**src/dsm_pkg.sv**
```systemverilog
`default_nettype none
package dsm_pkg;

	localparam int unsigned NUM_LANES = 3;

	// Lane order: queue, submit, execution.
	localparam int unsigned LANE_QUEUE  = 0;
	localparam int unsigned LANE_SUBMIT = 1;
	localparam int unsigned LANE_EXEC   = 2;

	localparam logic [1:0] OP_RECORD = 2'd0;
	localparam logic [1:0] OP_READ   = 2'd1;
	localparam logic [1:0] OP_CLEAR  = 2'd2;

	localparam logic [3:0] STAT_COUNT       = 4'd0;
	localparam logic [3:0] STAT_EXEC_AVG    = 4'd1;
	localparam logic [3:0] STAT_EXEC_MAX    = 4'd2;
	localparam logic [3:0] STAT_EXEC_MIN    = 4'd3;
	localparam logic [3:0] STAT_QUEUE_AVG   = 4'd4;
	localparam logic [3:0] STAT_QUEUE_MAX   = 4'd5;
	localparam logic [3:0] STAT_QUEUE_MIN   = 4'd6;
	localparam logic [3:0] STAT_SUBMIT_AVG  = 4'd7;
	localparam logic [3:0] STAT_SUBMIT_MAX  = 4'd8;
	localparam logic [3:0] STAT_SUBMIT_MIN  = 4'd9;
	localparam logic [3:0] STAT_EXEC_LAST   = 4'd13;
	localparam logic [3:0] STAT_QUEUE_LAST  = 4'd14;
	localparam logic [3:0] STAT_SUBMIT_LAST = 4'd15;

	localparam logic [31:0] NS_PER_US = 32'd1000;
	localparam logic [31:0] ALL_ONES  = 32'hffff_ffff;

	typedef struct packed {
		logic start;
		logic clr;
	} dsm_lane_ctl_t;

	typedef struct packed {
		logic [31:0] avg;
		logic [31:0] max;
		logic [31:0] min;
		logic [31:0] last;
	} dsm_stats_t;

	function automatic logic [31:0] sat32(input logic [63:0] v);
		sat32 = (|v[63:32]) ? ALL_ONES : v[31:0];
	endfunction

endpackage
`default_nettype wire

```
**src/dsm_div.sv**
```systemverilog
`default_nettype none
module dsm_div
	import dsm_pkg::*;
(
	input  wire logic        clk,
	input  wire logic        arst_n,
	input  wire logic        start,
	input  wire logic [63:0] dividend,
	input  wire logic [31:0] divisor,
	output logic             done,
	output logic [63:0]      quotient
);

	// Restoring division, two quotient bits per cycle.
	logic        busy_q;
	logic        done_q;
	logic [4:0]  cnt_q;
	logic [31:0] rem_q;
	logic [63:0] quo_q;
	logic [31:0] div_q;
	logic [31:0] rem_nx;
	logic [63:0] quo_nx;

	always_comb begin
		logic [32:0] t;
		logic        ge;
		rem_nx = rem_q;
		quo_nx = quo_q;
		for (int i = 0; i < 2; i++) begin
			t      = {rem_nx, quo_nx[63]};
			ge     = (t >= {1'b0, div_q});
			rem_nx = ge ? 32'(t - {1'b0, div_q}) : t[31:0];
			quo_nx = {quo_nx[62:0], ge};
		end
	end

	always_ff @(posedge clk or negedge arst_n) begin
		if (!arst_n) begin
			busy_q <= 1'b0;
			done_q <= 1'b0;
			cnt_q  <= '0;
		end else begin
			done_q <= 1'b0;
			if (start) begin
				busy_q <= 1'b1;
				cnt_q  <= '0;
			end else if (busy_q) begin
				cnt_q <= cnt_q + 5'd1;
				if (cnt_q == '1) begin
					busy_q <= 1'b0;
					done_q <= 1'b1;
				end
			end
		end
	end

	always_ff @(posedge clk) begin
		if (start) begin
			rem_q <= '0;
			quo_q <= dividend;
			div_q <= divisor;
		end else if (busy_q) begin
			rem_q <= rem_nx;
			quo_q <= quo_nx;
		end
	end

	assign done     = done_q;
	assign quotient = quo_q;

endmodule
`default_nettype wire

```
**src/dsm_lane.sv**
```systemverilog
`default_nettype none
module dsm_lane
	import dsm_pkg::*;
(
	input  wire logic          clk,
	input  wire logic          arst_n,
	input  wire dsm_lane_ctl_t ctl,
	input  wire logic [63:0]   from_time,
	input  wire logic [63:0]   to_time,
	input  wire logic [31:0]   count,
	output logic               done,
	output dsm_stats_t         stats
);

	localparam logic [1:0] ST_IDLE = 2'd0;
	localparam logic [1:0] ST_DUR  = 2'd1;
	localparam logic [1:0] ST_AVG  = 2'd2;
	localparam logic [1:0] ST_MEAN = 2'd3;

	logic [1:0]  state_q;
	logic [63:0] sum_q;
	logic [31:0] avg_q;
	logic [31:0] max_q;
	logic [31:0] min_q;
	logic [31:0] last_q;

	logic        div_start;
	logic [63:0] div_dividend;
	logic [31:0] div_divisor;
	logic        div_done;
	logic [63:0] div_quo;
	logic [31:0] dur;
	logic [64:0] sum_add;

	assign div_start    = ((state_q == ST_IDLE) && ctl.start) || (state_q == ST_AVG);
	assign div_dividend = (state_q == ST_IDLE) ? (to_time - from_time) : sum_q;
	assign div_divisor  = (state_q == ST_IDLE) ? NS_PER_US : count;

	dsm_div u_div (
		.clk      (clk),
		.arst_n   (arst_n),
		.start    (div_start),
		.dividend (div_dividend),
		.divisor  (div_divisor),
		.done     (div_done),
		.quotient (div_quo)
	);

	assign dur     = sat32(div_quo);
	assign sum_add = {1'b0, sum_q} + {33'd0, dur};

	always_ff @(posedge clk or negedge arst_n) begin
		if (!arst_n) begin
			state_q <= ST_IDLE;
			sum_q   <= '0;
			avg_q   <= '0;
			max_q   <= '0;
			min_q   <= ALL_ONES;
			last_q  <= '0;
		end else begin
			case (state_q)
				ST_IDLE: begin
					if (ctl.start) begin
						state_q <= ST_DUR;
					end else if (ctl.clr) begin
						sum_q <= '0;
						avg_q <= '0;
						max_q <= '0;
						min_q <= ALL_ONES;
					end
				end
				ST_DUR: begin
					if (div_done) begin
						last_q  <= dur;
						sum_q   <= sum_add[64] ? '1 : sum_add[63:0];
						if (max_q < dur) max_q <= dur;
						if (min_q > dur) min_q <= dur;
						state_q <= ST_AVG;
					end
				end
				ST_AVG: begin
					state_q <= ST_MEAN;
				end
				ST_MEAN: begin
					if (div_done) begin
						avg_q   <= sat32(div_quo);
						state_q <= ST_IDLE;
					end
				end
				default: begin
					state_q <= ST_IDLE;
				end
			endcase
		end
	end

	assign done       = (state_q == ST_MEAN) && div_done;
	assign stats.avg  = avg_q;
	assign stats.max  = max_q;
	assign stats.min  = min_q;
	assign stats.last = last_q;

endmodule
`default_nettype wire

```
**src/duration_statistics_monitor_unit.sv**
```systemverilog
`default_nettype none
// A read word is captured in the output register at the edge that accepts the read.
// Reads and clears do not hold the block; a record occupies it until both 64-bit divisions
// in each lane's shared divider, at two bits a cycle, are done.
// Reset (arst_n low) clears count, sums, averages, maxima and last values and sets the
// minima to all ones; the output word register starts empty.
module duration_statistics_monitor_unit
	import dsm_pkg::*;
(
	input  wire logic        clk,
	input  wire logic        arst_n,
	input  wire logic        in_valid,
	output logic             in_stall,
	input  wire logic [1:0]  operation,
	input  wire logic [63:0] queued_time,
	input  wire logic [63:0] submitted_time,
	input  wire logic [63:0] started_time,
	input  wire logic [63:0] ended_time,
	input  wire logic [3:0]  stat_index,
	input  wire logic        clear_after_read,
	output logic             out_valid,
	input  wire logic        out_stall,
	output logic [31:0]      stat_value
);

	// Three identical lanes work on the queue, submit and execution durations
	// in lockstep. The event count lives here, since every lane divides its sum
	// by the same count. The read multiplexer below is the merging stage.

	logic                  busy_q;
	logic [31:0]           count_q;
	logic                  out_valid_q;
	logic [31:0]           value_q;
	logic                  accept;
	logic                  out_free;
	logic                  do_clear;
	logic [31:0]           read_word;
	dsm_lane_ctl_t         lane_ctl;
	dsm_stats_t            lane_stats [NUM_LANES];
	logic [NUM_LANES-1:0]  lane_done;
	logic [63:0]           lane_from  [NUM_LANES];
	logic [63:0]           lane_to    [NUM_LANES];

	// The output register frees up in the same cycle its word is taken.
	assign out_free = !out_valid_q || !out_stall;
	assign in_stall = busy_q || !out_free;
	assign accept   = in_valid && !in_stall;

	// A clear after a read happens at the same edge the word is captured; the
	// word is taken from the statistics before they are cleared.
	assign do_clear = accept && ((operation == OP_CLEAR) ||
		((operation == OP_READ) && clear_after_read));

	assign lane_ctl.start = accept && (operation == OP_RECORD);
	assign lane_ctl.clr   = do_clear;

	assign lane_from[LANE_QUEUE]  = queued_time;
	assign lane_to[LANE_QUEUE]    = submitted_time;
	assign lane_from[LANE_SUBMIT] = submitted_time;
	assign lane_to[LANE_SUBMIT]   = started_time;
	assign lane_from[LANE_EXEC]   = started_time;
	assign lane_to[LANE_EXEC]     = ended_time;

	for (genvar g = 0; g < NUM_LANES; g++) begin : g_lane
		dsm_lane u_lane (
			.clk       (clk),
			.arst_n    (arst_n),
			.ctl       (lane_ctl),
			.from_time (lane_from[g]),
			.to_time   (lane_to[g]),
			.count     (count_q),
			.done      (lane_done[g]),
			.stats     (lane_stats[g])
		);
	end

	// Merging stage: pick the requested word out of the lanes' statistics.
	// The reserved indices fall to the default arm and read as zero.
	always_comb begin
		case (stat_index)
			STAT_COUNT:       read_word = count_q;
			STAT_EXEC_AVG:    read_word = lane_stats[LANE_EXEC].avg;
			STAT_EXEC_MAX:    read_word = lane_stats[LANE_EXEC].max;
			STAT_EXEC_MIN:    read_word = lane_stats[LANE_EXEC].min;
			STAT_QUEUE_AVG:   read_word = lane_stats[LANE_QUEUE].avg;
			STAT_QUEUE_MAX:   read_word = lane_stats[LANE_QUEUE].max;
			STAT_QUEUE_MIN:   read_word = lane_stats[LANE_QUEUE].min;
			STAT_SUBMIT_AVG:  read_word = lane_stats[LANE_SUBMIT].avg;
			STAT_SUBMIT_MAX:  read_word = lane_stats[LANE_SUBMIT].max;
			STAT_SUBMIT_MIN:  read_word = lane_stats[LANE_SUBMIT].min;
			STAT_EXEC_LAST:   read_word = lane_stats[LANE_EXEC].last;
			STAT_QUEUE_LAST:  read_word = lane_stats[LANE_QUEUE].last;
			STAT_SUBMIT_LAST: read_word = lane_stats[LANE_SUBMIT].last;
			default:          read_word = '0;
		endcase
	end

	always_ff @(posedge clk or negedge arst_n) begin
		if (!arst_n) begin
			busy_q      <= 1'b0;
			count_q     <= '0;
			out_valid_q <= 1'b0;
		end else begin
			// The lanes run in lockstep, so they all finish in the same cycle.
			if (lane_ctl.start) begin
				busy_q <= 1'b1;
			end else if (&lane_done) begin
				busy_q <= 1'b0;
			end

			// The count saturates; lanes see the new count before they divide.
			if (lane_ctl.start) begin
				if (count_q != ALL_ONES) count_q <= count_q + 32'd1;
			end else if (do_clear) begin
				count_q <= '0;
			end

			if (accept && (operation == OP_READ)) begin
				out_valid_q <= 1'b1;
			end else if (!out_stall) begin
				out_valid_q <= 1'b0;
			end
		end
	end

	always_ff @(posedge clk) begin
		if (accept && (operation == OP_READ)) begin
			value_q <= read_word;
		end
	end

	assign out_valid  = out_valid_q;
	assign stat_value = value_q;

endmodule
`default_nettype wire

```
**config.mk**
```make
export PLATFORM = sky130hd
export DESIGN_NAME = duration_statistics_monitor_unit
export DESIGN_NICKNAME = d
export VERILOG_FILES = /design/src/dsm_pkg.sv /design/src/dsm_div.sv /design/src/dsm_lane.sv /design/src/duration_statistics_monitor_unit.sv
export SDC_FILE = /design/constraint.sdc
export NUM_CORES = 2
export LEC_CHECK = 0
export ABC_AREA = 1
export BUFFER_PORTS_ARGS = -buffer_cell sky130_fd_sc_hd__buf_2
export CAP_MARGIN = 20
export CORE_UTILIZATION = 50
export CTS_CLUSTER_SIZE = 25
export DETAILED_ROUTE_END_ITERATION = 7
export PLACE_DENSITY_LB_ADDON = 0.12
export SETUP_SLACK_MARGIN = 0.02
export SYNTH_ARGS = -nofsm -noshare
export SYNTH_HDL_FRONTEND = slang
export SYNTH_SLANG_ARGS = --single-unit
```
**constraint.sdc**
```tcl
create_clock -name clk -period 5.1 [get_ports clk]
set_input_delay 0.765 -clock clk [delete_from_list [all_inputs] [get_ports clk]]
set_output_delay 0.765 -clock clk [all_outputs]
set_load 0.05 [all_outputs]
```
# Word-level counts from Yosys, hierarchy flattened
# Cells that the tools add are included.
# totals
reg_bits,1053
in_bits,267
# op_classes
reduce_logical,60
muxes,98
add_sub_neg,16
n_eq_ne,50
magnitude_cmp,12
# op_table
operator,count
64-bit 2-to-1 mux,17
32-bit 2-to-1 mux,30
32-bit case mux with 2 select lines,9
32-bit case mux with 13 select lines,1
64-bit case mux with 2 select lines,3
33-bit by 32-bit greater-or-equal comparator with 1-bit output,6
64-bit by 32-bit adder with 65-bit output,3
32-bit subtractor,6
64-bit subtractor,3
32-bit greater-than comparator,3
32-bit less-than comparator,3
32-bit OR reduction,3
32-bit by 1-bit adder with 32-bit output (second input constant),1
32-bit != test (second input constant),1
5-bit 2-to-1 mux,6
2-bit != test (second input constant),15
5-bit AND reduction,6
2-bit case mux with 4 select lines,3
4-bit AND reduction,6
1-bit 2-to-1 mux,22
2-bit nonzero test,11
4-bit == test (second input constant),5
4-bit by 3-bit == test with 1-bit output (second input constant),4
2-bit by 1-bit != test with 1-bit output (second input constant),8
14 further kinds,61

# Logic depth before layout (Yosys ltp)
# logic_depth
depth_word,10
mapped_depth,33
ltp_nobuf,32

# By module
# Synthesis repeated with hierarchy kept, for this count alone.
# unflattened
hier_cells,14199
area_unflattened_um2,91965.7
# modules_own_cells
module,cells_each,n_inst,area_each_um2,seq_area_each_um2
dsm_lane at g_lane[0].u_lane ...,2804,2,18017.3,4894.7
dsm_lane at g_lane[2].u_lane,2800,1,18044.8,4894.7
dsm_div at g_lane[2].u_lane.u_div,1646,1,10812.9,3698.5
dsm_div at g_lane[0].u_lane.u_div,1639,1,10809.1,3698.5
dsm_div at g_lane[1].u_lane.u_div,1474,1,10257.3,3698.5
duration_statistics_monitor_unit,1032,1,6007.0,1811.7

# Worst setup path before layout
# Ideal clock, no wire load.
# synth_timing
kind,input -> register
startpoint,in out_stall
endpoint,"reg g_lane[2].u_lane.u_div.quo_q[0], enable pin"
setup_ns,0.452
cell_stages,8
t_arrival_ns,3.642
slack_ns,1.006
n_path_buf,1
cell_sequence,nand2_1 nand3_1 nor3_2 a21oi_1 clkinv_1 nor2_1 inv_1 clkbuf_1
# synth_between
elab_chain_len,10
# synth_rtl
element,line,source
"start, declared",duration_statistics_monitor_unit.sv:22,"input wire logic out_stall,"
1-bit zero test,n/a,
1-bit logical OR,duration_statistics_monitor_unit.sv:45,assign out_free = !out_valid_q || !out_stall;
1-bit zero test,duration_statistics_monitor_unit.sv:46,assign in_stall = busy_q || !out_free;
1-bit logical OR,duration_statistics_monitor_unit.sv:46,
1-bit zero test,duration_statistics_monitor_unit.sv:47,assign accept = in_valid && !in_stall;
1-bit logical AND,duration_statistics_monitor_unit.sv:47,
1-bit logical AND,duration_statistics_monitor_unit.sv:54,assign lane_ctl.start = accept && (operation == OP_RECORD);
1-bit logical AND,dsm_lane.sv:35,assign div_start = ((state_q == ST_IDLE) && ctl.start) || (state_q == ST_AVG);
1-bit logical OR,dsm_lane.sv:35,
2-bit nonzero test (no line),n/a,
"end signal, assigned",dsm_div.sv:60,quo_q <= dividend;
"end signal, assigned",dsm_div.sv:64,quo_q <= quo_nx;
"end, declared",dsm_div.sv:19,logic [63:0] quo_q;
# Every way passes these cells.
# A chain may end at the register's enable or synchronous reset.

# Worst setup path after layout
# layout_timing
startpoint,reg g_lane[1].u_lane.u_div.quo_q[63]
endpoint,reg g_lane[1].u_lane.sum_q[53]
# layout_between
elab_chain_len,6
# layout_rtl
element,line,source
"start, declared",dsm_div.sv:19,
"start signal, assigned",dsm_div.sv:60,
"start signal, assigned",dsm_div.sv:64,
32-bit OR reduction,dsm_pkg.sv:45,sat32 = (|v[63:32]) ? ALL_ONES : v[31:0];
32-bit 2-to-1 mux,dsm_pkg.sv:45,
net g_lane[1].u_lane.dur[1],dsm_lane.sv:32,logic [31:0] dur;
64-bit by 32-bit adder with 65-bit output,dsm_lane.sv:50,"assign sum_add = {1'b0, sum_q} + {33'd0, dur};"
64-bit 2-to-1 mux,dsm_lane.sv:75,sum_q <= sum_add[64] ? '1 : sum_add[63:0];
64-bit 2-to-1 mux,dsm_lane.sv:73,if (div_done) begin
64-bit case mux with 2 select lines,dsm_lane.sv:61,case (state_q)
"end signal, assigned",dsm_lane.sv:75,
"end, declared",dsm_lane.sv:21,logic [63:0] sum_q;
# The timed path passes the listed nets, and every way through them passes these cells. The select of a mux whose other input is x is not followed.

==> flow_summary_export.csv <==
group,metric,value,unit
run_status,status,"complete, no violations",
logic_synthesis,ys_async_sr_fraction,60.5,%
logic_synthesis,synth_cell_types,75,
logic_synthesis,synth_enable_flop_cells,320,
logic_synthesis,yosysWarnings,0,
die,ios,301,
layout,drive_gt1_share,7.88,%
setup_path,cp_top_family,"simple AND/OR/NAND/NOR gates",
global_routing,grt_max_degree,146,
cts,clkSlewWorstSetupHoldPaths,0.06,ns
setup_path,crit_buf_inv,4,
logic_synthesis,ys_ff_latch,1053,
setup_path,cp_slowest_cell,"edfxtp_1",
die,die-area,178000,µm²
drt,wirelength,375000,µm
global_routing,grtUsageTotal,40.9,%
timing,tightest_slew,1.22,ns
layout,final_net_count,14300,
flow_run,maxCapViolCount,0,
min_path,min-delay-start,"out_stall",
setup_path,r2r_start,"g_lane[1].u_lane.u_div.quotient[63]",
min_path,min_to,"out_valid",
drt,route.detailed.vias_per_inst,5.96,
cts,clk_latency,0.82,ns
setup_path,path_max_fanout,31,
layout,areaGrowthSynthToFinish,11.3,%
drt,wl_per_cell,23.8,µm
timing,setup_viol,0,
timing,rsz0062_at_grt,"no",
logic_synthesis,synth-main-ff-cell,"dfrtp_1",
layout,fillers,17100,
global_routing,grt_overflow_total,0,
drt,drtPass1Iterations,7,
logic_synthesis,synth.area.top_cells,"dfrtp_1 15%, nand2_1 13%, edfxtp_1 11%",
global_routing,grt_antenna_before_repair,18,
setup_path,worstRegToRegCells,25,
place,place.gp.congestion,1.07,
timing,max_slew_margin,18.6,%
drt,drc_errors,0,
setup_path,cpMostUsedCell,"nand2_1",
drt,postRouteAntennaNets,0,
setup_path,regToRegSetupSlack,0.15,ns
die,core,174000,µm²
layout,fin_util,56.2,%
drt,initialDrtViolationCount,10800,
setup_path,cp.arrival,5.60,ns
setup_path,crit_start,"g_lane[1].u_lane.u_div.quotient[63]",
die,die_h,422,µm
die,num_rows,153,
drt,vias,94000,
timing,fin_crit,4.95,ns
pwr,powerDensity,214,nW/µm²
timing,whs,0.219,ns
setup_path,cp-start-kind,"flop",
logic_synthesis,yosys.area.top_type,"dfrtp_1",
pwr,vdd_drop_max,0.000359,V
setup_path,max_stage_delay,0.50,ns
min_path,hold_path.class,"input pin to flop",
cts,cts_tree,"yes",
cts,cts_buffers,130,
logic_synthesis,ys_seq_area_share,31.4,%
logic_synthesis,syn-cell-area,88000,µm²
setup_path,path_class,"flop to flop",
logic_synthesis,synth_nets,14000,
global_routing,grt_pass1_vias,89100,
cts,htree_num_levels,4,
timing,drv_slew,0,
timing,finalHoldViolations,0,
timing,fin_crit_sh,97.1,%
setup_path,crit_path_end_kind,"flop",
logic_synthesis,synth_area_per_cell,6.78,µm²
setup_path,cp.required,5.75,ns
place,port_buffers,300,
cts,cts_root_buf,"clkbuf_16",
logic_synthesis,synthCells,13000,
min_path,min_path_cells,3,
logic_synthesis,yosysTopAreaCellShare,15.4,%
setup_path,timing.rr.end,"g_lane[1].u_lane.sum_q[53]",
timing,fmaxAchievable,0.202,GHz
die,start_util,50.5,%
timing,fin_skew,0.0336,ns
place,dpl.hpwl,298000,µm
die,die_w,422,µm
cts,clock-sinks,1053,
pwr,leakage,50.4,nW
global_routing,grt_pass1_wl,554000,µm
cts,cts_buffer_depth,3,
-- sequential cells by signal (all words and copies together), names as in the netlist --
| register | cells |
|---|---|
| busy_q | 1 |
| count_q | 32 |
| g_lane.u_lane.avg_q | 96 |
| g_lane.u_lane.last_q | 96 |
| g_lane.u_lane.max_q | 96 |
| g_lane.u_lane.min_q | 96 |
| g_lane.u_lane.state_q | 6 |
| g_lane.u_lane.sum_q | 192 |
| g_lane.u_lane.u_div.busy_q | 3 |
| g_lane.u_lane.u_div.cnt_q | 15 |
| g_lane.u_lane.u_div.div_q | 96 |
| g_lane.u_lane.u_div.done | 3 |
| g_lane.u_lane.u_div.quotient | 192 |
| g_lane.u_lane.u_div.rem_q | 96 |
| out_valid | 1 |
| stat_value | 32 |
-- Yosys cell counts, types with 12 or more instances --
master and instances:
nor2_1 1442, nor3_1 168, o22ai_1 52, dfxtp_1 96, a21oi_1 927, o21ai_1 72, o21ai_0 1123, buf_1 24
fa_1 12, buf_2 46, nand4_1 110, nand2_1 3079, xnor2_1 153, xor2_1 205, a21o_1 71, o211ai_1 38
inv_1 1876, or2_1 12, and3_1 17, clkbuf_1 278, dfstp_2 96, a21boi_0 20, a211oi_1 14, a22o_1 46
edfxtp_1 320, nor4_1 107, a31oi_1 106, buf_6 15, ha_1 685, o2111ai_1 13, o21bai_1 59, a221oi_1 95
a2111oi_0 12, or2_2 40, nand3b_1 31, o21a_1 43, nand3_1 811, dfrtp_1 541
-- metal layers --
metal / GRT usage, % / share of wire [%]
met4: 29.7 / 8.6
met2: 63.9 / 44
met5: 0 / 0.0072
met1: 51.7 / 39
met3: 5.78 / 8.3
-- stage by stage --
| step | TNS, ns | setup slack [ns] | cells | cell area, µm² | power, mW |
|---|---|---|---|---|---|
| after global placement | -15.05 | -0.363 | 15500 | 93200 | 11.4 |
| after detailed placement | -19.81 | -0.441 | 15500 | 93300 | 11.4 |
| after global routing | 0 | 0.0163 | 15700 | 97900 | 21.5 |
| after CTS | 0 | 0.0281 | 15700 | 97600 | 20.9 |
| after floorplan | 0 | 1.01 | 13000 | 88000 | 10.2 |
| final | 0 | 0.148 | 15800 | 98000 | 21.0 |
-- logic make-up after synthesis --
kind of cell,Yosys count,share of synthesized area (%)
simple gates,5865,27.6
compound gates,2747,17.5
buf+inv,2266,9.91
flops,1053,31.4
fa+ha+maj,697,10.0
xor+xnor,358,3.56
-- cell type report --
class                      instances  area, µm²  area share [%]
tap                             2325       2910            2.97
multi-input combinational       9669      52100            53.2
clock buffer                     178       3640            3.71
sequential                      1053      27600            28.2
timing repair inverter             1       7.51         0.00766
timing repair buffer             567       3860            3.94
inverter                        1892       7110            7.26
clock inverter                    63        689           0.704
antenna                           16       40.0          0.0409
-- cells in the final DEF (no fill, tap or decap), drive strengths merged, types with 107 or more instances in the layout --
| cell type | Yosys | final |
|---|---|---|
| nand2 | 3088 | 3088 |
| inv | 1885 | 1894 |
| nor2 | 1456 | 1457 |
| o21ai | 1202 | 1202 |
| a21oi | 934 | 934 |
| nand3 | 814 | 814 |
| ha | 685 | 685 |
| buf | 96 | 565 |
| dfrtp | 541 | 541 |
| edfxtp | 320 | 320 |
| xor2 | 205 | 205 |
| clkbuf | 278 | 179 |
| nor3 | 172 | 172 |
| xnor2 | 153 | 153 |
| nand4 | 111 | 111 |
| nor4 | 110 | 110 |
| a31oi | 107 | 107 |
-- worst reg2reg max path, cell delays in order, from the launching register on --
cell and delay [ns]:
edfxtp_1 0.50, nor2_4 0.27, nand2_1 0.11, nor2_1 0.13, nand2_1 0.10, nor2_4 0.25
inv_1 0.07, buf_4 0.25, nor2_2 0.26, inv_1 0.20, fa_1 0.49, nand3_1 0.09
nand2_1 0.08, nand2_1 0.08, nand2_1 0.12, a21oi_2 0.30, o21ai_2 0.12, nand2_1 0.11
nand2_1 0.11, nand2_1 0.15, nand2_2 0.22, nand4_4 0.17, buf_4 0.31, nand3_1 0.14
nand2_1 0.07, o21ai_0 0.09
-- power breakdown --
group	total (mW)	internal [mW]	leakage, nW	switching (mW)
combinational	2.71	0.731	37.0	1.98
sequential	8.66	8.66	11.3	0
clock	9.62	5.43	2.11	4.19
total	21.0	14.8	50.4	6.16
-- worst max-delay path by stage --
| stage | endpoint | slack, ns | depth (start not counted) |
|---|---|---|---|
| final | g_lane[1].u_lane.sum_q[53] | 0.15 | 25 |
| after global routing | g_lane[0].u_lane.u_div.rem_q[28] | 0.02 | 30 |
| after CTS | g_lane[1].u_lane.sum_q[43] | 0.03 | 25 |
| after detailed placement | g_lane[1].u_lane.sum_q[43] | -0.44 | 22 |
| after global placement | g_lane[1].u_lane.sum_q[43] | -0.36 | 25 |
| after floorplan | g_lane[2].u_lane.u_div.quotient[0] | 1.01 | 8 |
-- timing repair --
| item | 4_1_cts | 5_1_grt |
|---|---|---|
| hold buffers | 1 | 0 |
| gates resized for setup | 5 | 63 |
| endpoints found under the setup margin | 86 | 309 |
| setup buffers | 0 | 4 |
| pin swaps | 0 | 2 |
| cloned | 0 | 4 |
| endpoints found under the hold margin | 35 | 0 |
No activity file was read; power rests on OpenSTA's default activity.
